===== src/rtl/crc8_packet_deframer_macros.svh =====
// Assertion macros for the deframer modules (used by the result queue).
`ifndef CRC8_PACKET_DEFRAMER_MACROS_SVH
`define CRC8_PACKET_DEFRAMER_MACROS_SVH

// Checked at every rising clock edge outside reset.
`define CRC8PD_ASSERT(lbl, prop, msg) \
  lbl: assert property (@(posedge clk_i) disable iff (!rst_ni) prop) else $error(msg);

// Checked at every rising clock edge, reset included.
`define CRC8PD_ASSERT_ALWAYS(lbl, prop, msg) \
  lbl: assert property (@(posedge clk_i) prop) else $error(msg);

`endif


===== src/rtl/crc8pd_pkg.sv =====
package crc8pd_pkg;

  localparam int unsigned CfgIdxW = 1;
  localparam logic [CfgIdxW-1:0] CfgHeaderByte = 1'b0;
  localparam logic [CfgIdxW-1:0] CfgMaxPayload = 1'b1;

  localparam logic [7:0] HeaderByteReset = 8'h55;
  localparam logic [7:0] MaxPayloadReset = 8'd64;
  localparam logic [7:0] CrcPoly = 8'h07;

  localparam logic KindByte    = 1'b0;
  localparam logic KindTimeout = 1'b1;

  localparam int unsigned QDepth = 2;
  localparam int unsigned QPtrW  = $clog2(QDepth);
  localparam int unsigned QCntW  = $clog2(QDepth + 1);

  typedef enum logic [1:0] {
    PH_HEADER = 2'd0,
    PH_LENGTH = 2'd1,
    PH_DATA   = 2'd2,
    PH_CRC    = 2'd3
  } phase_e;

  typedef enum logic [1:0] {
    EV_PAYLOAD = 2'd0,
    EV_GOOD    = 2'd1,
    EV_BAD     = 2'd2
  } event_e;

  typedef struct packed {
    event_e     event_res;
    logic [7:0] payload_byte;
    logic [7:0] byte_index;
    logic [7:0] frame_length;
    logic [7:0] command;
    logic [7:0] received_crc;
    logic [7:0] computed_crc;
  } result_t;

  function automatic logic [7:0] crc8_update(input logic [7:0] crc, input logic [7:0] b);
    logic [7:0] c;
    c = crc ^ b;
    for (int i = 0; i < 8; i++) begin
      if (c[7]) begin
        c = {c[6:0], 1'b0} ^ CrcPoly;
      end else begin
        c = {c[6:0], 1'b0};
      end
    end
    return c;
  endfunction

endpackage


===== src/rtl/crc8pd_front.sv =====
module crc8pd_front (
  input  logic                          clk_i,
  input  logic                          rst_ni,
  input  logic                          cfg_we_i,
  input  logic [crc8pd_pkg::CfgIdxW-1:0] cfg_index_i,
  input  logic [7:0]                    cfg_data_i,
  input  logic                          in_valid_i,
  input  logic                          in_ready_i,
  input  logic                          in_kind_i,
  input  logic [7:0]                    in_byte_i,
  output logic                          push_o,
  output crc8pd_pkg::result_t           res_o
);
  import crc8pd_pkg::*;

  logic [7:0] header_q;
  logic [7:0] max_payload_q;

  phase_e     phase_q, phase_d;
  logic [7:0] remaining_q, remaining_d;
  logic [7:0] length_q, length_d;
  logic [7:0] crc_q, crc_d;
  logic [7:0] first_q, first_d;

  logic       fire;
  logic [7:0] byte_idx;
  logic [7:0] rem_dec;

  assign fire     = in_valid_i & in_ready_i;
  assign byte_idx = length_q - remaining_q;
  assign rem_dec  = (remaining_q != 8'd0) ? remaining_q - 8'd1 : 8'd0;

  always_ff @(posedge clk_i or negedge rst_ni) begin
    if (!rst_ni) begin
      header_q      <= HeaderByteReset;
      max_payload_q <= MaxPayloadReset;
    end else if (cfg_we_i) begin
      unique case (cfg_index_i)
        CfgHeaderByte: header_q      <= cfg_data_i;
        CfgMaxPayload: max_payload_q <= cfg_data_i;
      endcase
    end
  end

  always_ff @(posedge clk_i or negedge rst_ni) begin
    if (!rst_ni) begin
      phase_q     <= PH_HEADER;
      remaining_q <= 8'd0;
      length_q    <= 8'd0;
      crc_q       <= 8'd0;
      first_q     <= 8'd0;
    end else begin
      phase_q     <= phase_d;
      remaining_q <= remaining_d;
      length_q    <= length_d;
      crc_q       <= crc_d;
      first_q     <= first_d;
    end
  end

  always_comb begin
    phase_d     = phase_q;
    remaining_d = remaining_q;
    length_d    = length_q;
    crc_d       = crc_q;
    first_d     = first_q;
    push_o      = 1'b0;
    res_o       = '0;
    if (fire) begin
      if (in_kind_i == KindTimeout) begin
        phase_d     = PH_HEADER;
        remaining_d = 8'd0;
        length_d    = 8'd0;
        crc_d       = 8'd0;
        first_d     = 8'd0;
      end else begin
        unique case (phase_q)
          PH_HEADER: begin
            if (in_byte_i == header_q) begin
              phase_d = PH_LENGTH;
            end
          end
          PH_LENGTH: begin
            if (in_byte_i > max_payload_q) begin
              phase_d     = PH_HEADER;
              remaining_d = 8'd0;
              length_d    = 8'd0;
              crc_d       = 8'd0;
              first_d     = 8'd0;
            end else begin
              length_d    = in_byte_i;
              remaining_d = in_byte_i;
              crc_d       = 8'd0;
              first_d     = 8'd0;
              phase_d     = (in_byte_i == 8'd0) ? PH_CRC : PH_DATA;
            end
          end
          PH_DATA: begin
            push_o             = 1'b1;
            res_o.event_res    = EV_PAYLOAD;
            res_o.payload_byte = in_byte_i;
            res_o.byte_index   = byte_idx;
            if (byte_idx == 8'd0) begin
              first_d = in_byte_i;
            end
            crc_d       = crc8_update(crc_q, in_byte_i);
            remaining_d = rem_dec;
            if (rem_dec == 8'd0) begin
              phase_d = PH_CRC;
            end
          end
          PH_CRC: begin
            push_o             = 1'b1;
            res_o.event_res    = (in_byte_i == crc_q) ? EV_GOOD : EV_BAD;
            res_o.frame_length = length_q;
            res_o.command      = (length_q == 8'd0) ? 8'd0 : first_q;
            res_o.received_crc = in_byte_i;
            res_o.computed_crc = crc_q;
            phase_d     = PH_HEADER;
            remaining_d = 8'd0;
            length_d    = 8'd0;
            crc_d       = 8'd0;
            first_d     = 8'd0;
          end
        endcase
      end
    end
  end

endmodule


===== src/rtl/crc8pd_queue.sv =====
module crc8pd_queue (
  input  logic                clk_i,
  input  logic                rst_ni,
  input  logic                push_i,
  input  crc8pd_pkg::result_t data_i,
  output logic                ready_o,
  output logic                valid_o,
  input  logic                pop_ready_i,
  output crc8pd_pkg::result_t data_o
);
  import crc8pd_pkg::*;

  `include "crc8_packet_deframer_macros.svh"

  result_t          mem_q [QDepth];
  logic [QPtrW-1:0] wr_ptr_q, wr_ptr_d;
  logic [QPtrW-1:0] rd_ptr_q, rd_ptr_d;
  logic [QCntW-1:0] count_q, count_d;
  logic             pop;

  assign ready_o = (count_q != QCntW'(QDepth));
  assign valid_o = (count_q != '0);
  assign pop     = valid_o & pop_ready_i;
  assign data_o  = mem_q[rd_ptr_q];

  always_comb begin
    wr_ptr_d = wr_ptr_q;
    rd_ptr_d = rd_ptr_q;
    count_d  = count_q;
    if (push_i) begin
      wr_ptr_d = (wr_ptr_q == QPtrW'(QDepth - 1)) ? '0 : wr_ptr_q + 1'b1;
    end
    if (pop) begin
      rd_ptr_d = (rd_ptr_q == QPtrW'(QDepth - 1)) ? '0 : rd_ptr_q + 1'b1;
    end
    if (push_i && !pop) begin
      count_d = count_q + 1'b1;
    end else if (pop && !push_i) begin
      count_d = count_q - 1'b1;
    end
  end

  always_ff @(posedge clk_i or negedge rst_ni) begin
    if (!rst_ni) begin
      wr_ptr_q <= '0;
      rd_ptr_q <= '0;
      count_q  <= '0;
    end else begin
      wr_ptr_q <= wr_ptr_d;
      rd_ptr_q <= rd_ptr_d;
      count_q  <= count_d;
    end
  end

  always_ff @(posedge clk_i) begin
    if (push_i) begin
      mem_q[wr_ptr_q] <= data_i;
    end
  end

  `CRC8PD_ASSERT(a_count_bound, count_q <= QCntW'(QDepth), "queue count exceeds depth")
  `CRC8PD_ASSERT(a_no_overflow, push_i |-> ready_o, "push into a full queue")
  `CRC8PD_ASSERT(a_pop_drains, (pop && !push_i) |=> (count_q == $past(count_q) - 1'b1),
                 "pop without push did not lower the count")
  `CRC8PD_ASSERT(a_push_fills, (push_i && !pop) |=> (count_q == $past(count_q) + 1'b1),
                 "push without pop did not raise the count")

endmodule


===== src/rtl/crc8_packet_deframer.sv =====
// Length-prefixed frame parser with CRC-8 check (polynomial 0x07, initial value 0).
// Input stream: tdata carries a received byte, tuser marks a timeout transaction
// that aborts the frame in progress. Configuration writes (index 0 header byte,
// index 1 largest payload length) are taken at any edge with cfg_we_i high.
// Output stream: one transaction per payload byte and one per CRC byte, tuser
// holding the event code (payload, good CRC, bad CRC). Header, length and
// timeout transactions produce no output.
// Each result is registered in the result queue and is presented once the results
// ahead of it are taken. Throughput: one input transaction per cycle while the
// queue is not full. The two-entry queue separates the parser from the output.
// When the receiver stalls, the queue fills and s_axis_tready falls once both
// entries are held, whether or not the next input would produce a result.
// Reset clears the frame state and the queue, and loads header byte 0x55 and
// largest payload length 64.
module crc8_packet_deframer (
  input  logic                           clk_i,
  input  logic                           rst_ni,
  input  logic                           cfg_we_i,
  input  logic [crc8pd_pkg::CfgIdxW-1:0] cfg_index_i,
  input  logic [7:0]                     cfg_data_i,
  input  logic                           s_axis_tvalid,
  output logic                           s_axis_tready,
  input  logic [7:0]                     s_axis_tdata,  // rx_byte
  input  logic                           s_axis_tuser,  // kind
  output logic                           m_axis_tvalid,
  input  logic                           m_axis_tready,
  // payload_byte, byte_index, frame_length, command, received_crc, computed_crc
  output logic [47:0]                    m_axis_tdata,
  output logic [1:0]                     m_axis_tuser   // event_res
);
  import crc8pd_pkg::*;

  logic    push;
  logic    q_ready;
  result_t front_res;
  result_t q_res;

  crc8pd_front u_front (
    .clk_i       (clk_i),
    .rst_ni      (rst_ni),
    .cfg_we_i    (cfg_we_i),
    .cfg_index_i (cfg_index_i),
    .cfg_data_i  (cfg_data_i),
    .in_valid_i  (s_axis_tvalid),
    .in_ready_i  (q_ready),
    .in_kind_i   (s_axis_tuser),
    .in_byte_i   (s_axis_tdata),
    .push_o      (push),
    .res_o       (front_res)
  );

  crc8pd_queue u_queue (
    .clk_i       (clk_i),
    .rst_ni      (rst_ni),
    .push_i      (push),
    .data_i      (front_res),
    .ready_o     (q_ready),
    .valid_o     (m_axis_tvalid),
    .pop_ready_i (m_axis_tready),
    .data_o      (q_res)
  );

  assign s_axis_tready = q_ready;
  assign m_axis_tuser  = q_res.event_res;
  assign m_axis_tdata  = {q_res.computed_crc, q_res.received_crc, q_res.command,
                          q_res.frame_length, q_res.byte_index, q_res.payload_byte};

endmodule

===== config.mk =====
export PLATFORM = sky130hd
export DESIGN_NAME = crc8_packet_deframer
export DESIGN_NICKNAME = d
export VERILOG_FILES = /design/src/rtl/crc8pd_pkg.sv /design/src/rtl/crc8pd_front.sv /design/src/rtl/crc8pd_queue.sv /design/src/rtl/crc8_packet_deframer.sv
export VERILOG_INCLUDE_DIRS = /design/src /design/src/rtl
export SDC_FILE = /design/constraint.sdc
export NUM_CORES = 1
export LEC_CHECK = 0
export BUFFER_PORTS_ARGS = -buffer_cell sky130_fd_sc_hd__buf_4
export CAP_MARGIN = 20
export CORE_ASPECT_RATIO = 0.8
export CORE_MARGIN = 2
export CORE_UTILIZATION = 53
export CTS_BUF_LIST = sky130_fd_sc_hd__clkbuf_2
export CTS_CLUSTER_SIZE = 25
export DETAILED_ROUTE_END_ITERATION = 12
export PLACE_DENSITY_LB_ADDON = 0.1
export RECOVER_POWER = 25
export SYNTH_ARGS = -nofsm -noshare
export SYNTH_HDL_FRONTEND = slang
export SYNTH_SLANG_ARGS = --single-unit

===== constraint.sdc =====
create_clock -name clk_i -period 14.6 [get_ports clk_i]
set_clock_uncertainty 0.15 [all_clocks]
set_input_delay 0.73 -clock clk_i [delete_from_list [all_inputs] [get_ports clk_i]]
set_output_delay 0.73 -clock clk_i [all_outputs]
set_load 0.005 [all_outputs]

* After elaboration in Yosys (flattened, before gate mapping) *
Memories as Yosys holds them, arrays and structs flattened.
Cells that the tools add are included.

storage, ports and cells
  memory bits (read-only) = 0
  bits in writable memories = 100
  bits in registers = 54
  memories = 1
  bits of input ports = 23
  output and inout port bits = 52
  logic and storage cells = 125
  latch bits = 0

cells by class
  equality and inequality tests = 9
  divide/modulo/power cells = 0
  add/subtract/negate cells = 6
  multiply operators = 0
  reductions and logical operators = 24
  multiplexer cells = 62
  bitwise gates (word level) = 12
  shift operators = 0
  magnitude comparators = 1

memory list
  name           depth  bits a word  rd ports  clocked after memory_dff  wr ports  line                text
  u_queue.mem_q  2      50           1         0                         1         crc8pd_queue.sv:15  result_t mem_q [QDepth];

operators by type and width
  operator                                           number
  2-to-1 mux 8 bit                                   29
  2-to-1 mux 50 bit                                  2
  one-hot mux 8 bit (2 select lines)                 3
  logical NOT 8 bit                                  4
  2-to-1 mux 32 bit                                  1
  2-to-1 mux 3 bit                                   8
  inverter 3 bit                                     8
  one-hot mux 8 bit (3 select lines)                 1
  == test 8 bit                                      2
  2-to-1 mux 16 bit                                  1
  2-to-1 mux 2 bit                                   8
  AND reduction 2 bit                                5
  != test 3 x 2 -> 1 bit (second input constant)     3
  > comparator 8 bit                                 1
  2-to-1 mux 1 bit                                   8
  one-hot mux 2 bit (4 select lines)                 1
  nonzero test 8 bit                                 1
  subtractor 8 x 1 -> 8 bit (second input constant)  1
  subtractor 8 bit                                   1
  bitwise XOR 8 bit                                  1
  AND reduction 3 bit                                2
  nonzero test 3 bit                                 2
  == test 2 bit (second input constant)              2
  nonzero test 2 bit                                 2
  12 further kinds                                   17

* Logic depth before layout (Yosys ltp) *
  depth in word-level cells = 40
  mapped depth = 11
  gate-level depth less buffers = 10

* By module *
A second synthesis with hierarchy kept.

unflattened totals
  cells, all modules = 551
  area total of the unflattened synthesis = 7533.5 sq um

by module, submodules not included
  module        cells each  area each (sq um)  instances
  crc8pd_queue  172         4050.1             1
  crc8pd_front  379         3483.3             1

* Least setup slack after synthesis *
Ideal clock, no wire load.

  path type = input port to flip-flop
  start point = in s_axis_tvalid
  end point = mem u_queue.mem_q[0][0] (netlist bit), enable pin
  arrival time = 4335 ps
  library setup time = 520 ps
  setup slack = 9596 ps
  buffers on the path = 0
  stages = 2
  cells stage by stage = nand3_1 -> nor3_1

between the ends
  cells in the longest elaborated chain, start to end = 4

ends and longest elaborated chain
  element                                 line                        text
  start, declared                         crc8_packet_deframer.sv:21  input logic s_axis_tvalid,
  AND 1 bit                               crc8pd_front.sv:29          assign fire = in_valid_i & in_ready_i;
  2-to-1 mux 1 bit                        crc8pd_front.sv:69          if (fire) begin
  2-to-1 mux 1 bit                        crc8pd_queue.sv:56          if (push_i) begin
  2-to-1 mux 1 bit (implied by the code)  crc8pd_queue.sv:57          mem_q[wr_ptr_q] <= data_i;
  end, declared                           crc8pd_queue.sv:15

Every way passes these cells.

==> summary.md <==
| Metric | Value |
|---|---|
| Status | finished with violations |
| Failing checks | capacitance limit, slew limit |
| Share of cells above drive strength 1 | slightly below 30% |
| Clock Pin Slew Worst Setup and Hold Paths | 230 ps |
| Antenna violations before repair | 0 |
| Crit path max-delay cell type | clkbuf_1 |
| Initial core utilization | 54.2% |
| Placement Setup Slack | 11610 ps |
| Synth async-reset ratio | 35.1% |
| Detailed-route DRC error count | 0 |
| Final hold violation count | 0 |
| Peak VDD IR | 91.1 µV |
| Slew Limit Fails | 55 |
| Power Internal | approximately 0.88 mW |
| Total Wirelength | around 16000 µm |
| Setup total negative slack | 0 ps |
| Part of the cycle the worst path needs | 24.2% |
| Skew-Pair Late Insertion Delay | 740 ps |
| Critical Path Fanout Max | between 50 and 60 |
| Final Net Count | between 600 and 700 |
| TritonCTS Buffers | 17 |
| Startpoint types | primary input |
| Synthesized area | about 7300 µm² |
| First-pass GRT wire length | approximately 25000 µm |
| Routed vias | about 4.7k |
| Post-CTS Setup Repair Bufs | 0 |
| Gpl congestion | between 0.8 and 0.9 |
| Syn nets | 607 |
| Setup violations, final | 0 |
| Area Growth Syn to Fin | 13.7% |
| Most frequent cell after synthesis | edfxtp_1 |
| CP arrival | 3410 ps |
| Initial DRC count | approximately 280 |
| Switching pwr | 0.521 mW |
| Total GRT Usage | about 23% |
| CTS Root Buffer Type | clkbuf_2 |
| RSZ-0062 raised after global routing | no |
| Sequential fraction of the synthesis area | approximately 59% |
| Synthesized area per cell | 13.1 µm² |
| Core ar. | roughly 14000 µm² |
| Drt wl/cell | a little under 20 µm |
| Max clock buf depth | 2 |
| ANT cells | 0 |
| GRT overflow | 0 |
| Final WS setup | roughly 11000 ps |
| Post-synth top flop | edfxtp_1 |
| Num rows | 38 |
| Peak Freq | approximately 280 MHz |
| Largest net degree at the start of global routing | 55 |
| Max_slew headroom | -101% |
| Final hold slack | around 84 ps |
| Die H | approximately 110 µm |
| Post-CTS Resized | 0 |
| CTS tree | built |
| Reg power frac | about two fifths |
| Ranking of synthesized cells by area | edfxtp_1 41%, dfrtp_1 17%, mux2_2 10% |
| Cell family with most CP delay | buffers and inverters |
| Final ANT Viol Nets | 0 |
| Hold Path Class | primary input to flip-flop |
| Clock network power share | 19.4% |
| Worst EP required | 14480 ps |
| Clock Sinks | 154 |
| Number of global-route vias before repair | 4597 |
| Synth cell count leaders | 100 x edfxtp_1, 66 x mux2_2, 49 x dfrtp_1 |
| Least-Margin Pin Slew | about 3000 ps |
| DP Wirelength | ~10000 µm |
| Synth cell types | 50 |
| Number of synthesized flops with an enable pin | 100 |
| Critical Path, Cell by Cell | dlygate4sd3_1, clkbuf_1 |
| CP Capture Type | async pin |
| Logic pwr share | between 40% and 50% |
| Power Density | 168 nW/µm² |
| Die Area | between 10000 and 15000 µm² |
| Warnings from Yosys | 0 |
| # IOs | 75 |
| Via density | around 5.7 |
| Buf/Inv on CP | 2 |
| Synth area leader | edfxtp_1 |
| Syn Inst Count | between 500 and 600 |
| DIE WIDTH | roughly 140 µm |
| Max-cap violations | 1 |
| # port buffers | 74 |
| CP max stage delay | between 2000 and 2500 ps |
| Yosys top cell area share | approximately two fifths |
| Htree depth | 4 |
| Synth Register Bits | 154 |
| First drt pass iteration count | 4 |
| Minimum clock period | between 3000 and 4000 ps |
| P_leak | approximately 3.5 nW |
| WS Path Type | primary input to async pin |
| Sw frac | roughly 37% |
worst paths after layout:
kind	from	end	slack, ps	cells past startpoint
setup / recovery	rst_ni	u_queue.rd_ptr_q$_DFFE_PN0P_	11070	2
hold / removal	cfg_data_i[6]	u_front.header_q[6]$_DFFE_PN1P_	80	2
setup reg to reg	u_queue.count_q[0]$_DFFE_PN0P_	u_queue.mem_q[1][38]$_DFFE_PP_	11240	6
hold reg to reg	u_queue.wr_ptr_q$_DFFE_PN0P_	u_queue.wr_ptr_q$_DFFE_PN0P_	370	1
max in group clk_i	u_queue.count_q[0]$_DFFE_PN0P_	u_queue.mem_q[1][38]$_DFFE_PP_	11240	6
min in group asynchronous	rst_ni	u_front.remaining_q[5]$_DFFE_PN0P_	1330	2
through the flow:
| step | instance area (µm²) | utilization, % | std cells | total power [mW] |
|---|---|---|---|---|
| after floorplan | 7350 | - | 561 | 0.960 |
| after global placement | 8040 | 59.3 | 787 | 1.12 |
| after detailed placement | 8040 | 59.3 | 787 | 1.13 |
| after CTS | 8340 | 61.6 | 821 | 1.40 |
| after global routing | 8360 | 61.7 | 823 | 1.49 |
| final | 8360 | 61.7 | 823 | 1.41 |
cell families (layout without fill, tap and decap cells):
group	after synthesis	after routing	synth area share (%)
flops	154	154	59.3
simple gates	144	144	11.0
compound gates	79	79	7.85
mux	66	66	10.1
buf+inv	56	138	3.06
xor+xnor	39	39	4.65
fa+ha+maj	23	23	4.02
cell usage in the layout, fill, tap and decap left out, types with 3 or more instances in the layout:
cell / synthesis / routed
inv_6: 0 / 5
and2_1: 19 / 18
xnor2_1: 30 / 30
ha_1: 22 / 22
clkbuf_2: 0 / 17
dlygate4sd3_1: 0 / 3
a21oi_1: 14 / 14
nor2_1: 33 / 33
buf_4: 0 / 74
nand2b_1: 3 / 3
dfstp_2: 5 / 5
o21ai_0: 19 / 19
clkbuf_1: 23 / 3
mux2_2: 66 / 66
a22o_1: 16 / 16
nand3b_1: 4 / 4
nand3_1: 4 / 4
or2_2: 3 / 3
inv_1: 23 / 23
bufinv_16: 0 / 3
nand2_1: 16 / 16
and3_1: 24 / 24
a31oi_1: 3 / 3
nor3_1: 12 / 12
or4_1: 4 / 4
edfxtp_1: 100 / 100
inv_8: 0 / 5
a221o_1: 9 / 9
nor3b_1: 3 / 3
xor2_1: 9 / 9
nor2b_1: 4 / 4
dfrtp_1: 49 / 48
nand4_1: 7 / 7
a211oi_1: 3 / 3
what timing repair did:
action | CTS | global route
endpoints found under the hold margin | 50 | 1
endpoints found under the setup margin | 0 | 0
hold buffers | 2 | 1
power groups by stage:
| stage | Clock (mW) | Combinational [mW] | Sequential, mW |
|---|---|---|---|
| after floorplan | 0 | 0.415 | 0.544 |
| after CTS | 0.279 | 0.534 | 0.590 |
| after detailed placement | 0 | 0.530 | 0.599 |
| after global routing | 0.299 | 0.612 | 0.578 |
| final | 0.272 | 0.563 | 0.570 |
| after global placement | 0 | 0.523 | 0.596 |
state kept, by name, indices dropped and copies added, names as in the netlist:
signal	count
u_front.crc_q	8
u_front.first_q	8
u_front.header_q	8
u_front.length_q	8
u_front.max_payload_q	8
u_front.phase_q	2
u_front.remaining_q	8
u_queue.count_q	2
u_queue.mem_q	100
u_queue.rd_ptr_q	1
u_queue.wr_ptr_q	1
metal layers:
layer / up-vias / global-route usage (%) / wire [µm]
met5: - / 0 / 0
met4: 0 / 6.55 / 162
met3: 12 / 5.81 / 968
met2: 167 / 33.4 / 7120
met1: 2299 / 33.0 / 7550
li1: 2217 / - / -
cell type report:
| class | count | area [µm²] |
|---|---|---|
| Clock buffer | 17 | 85.1 |
| Tap cell | 180 | 225 |
| Sequential cell | 154 | 4360 |
| Fill cell | 1095 | 5190 |
| Timing Repair Buffer | 83 | 632 |
| Clock inverter | 15 | 201 |
| Multi-Input combinational cell | 351 | 2770 |
| Inverter | 23 | 86.3 |
(Power assumes the default switching activity.)
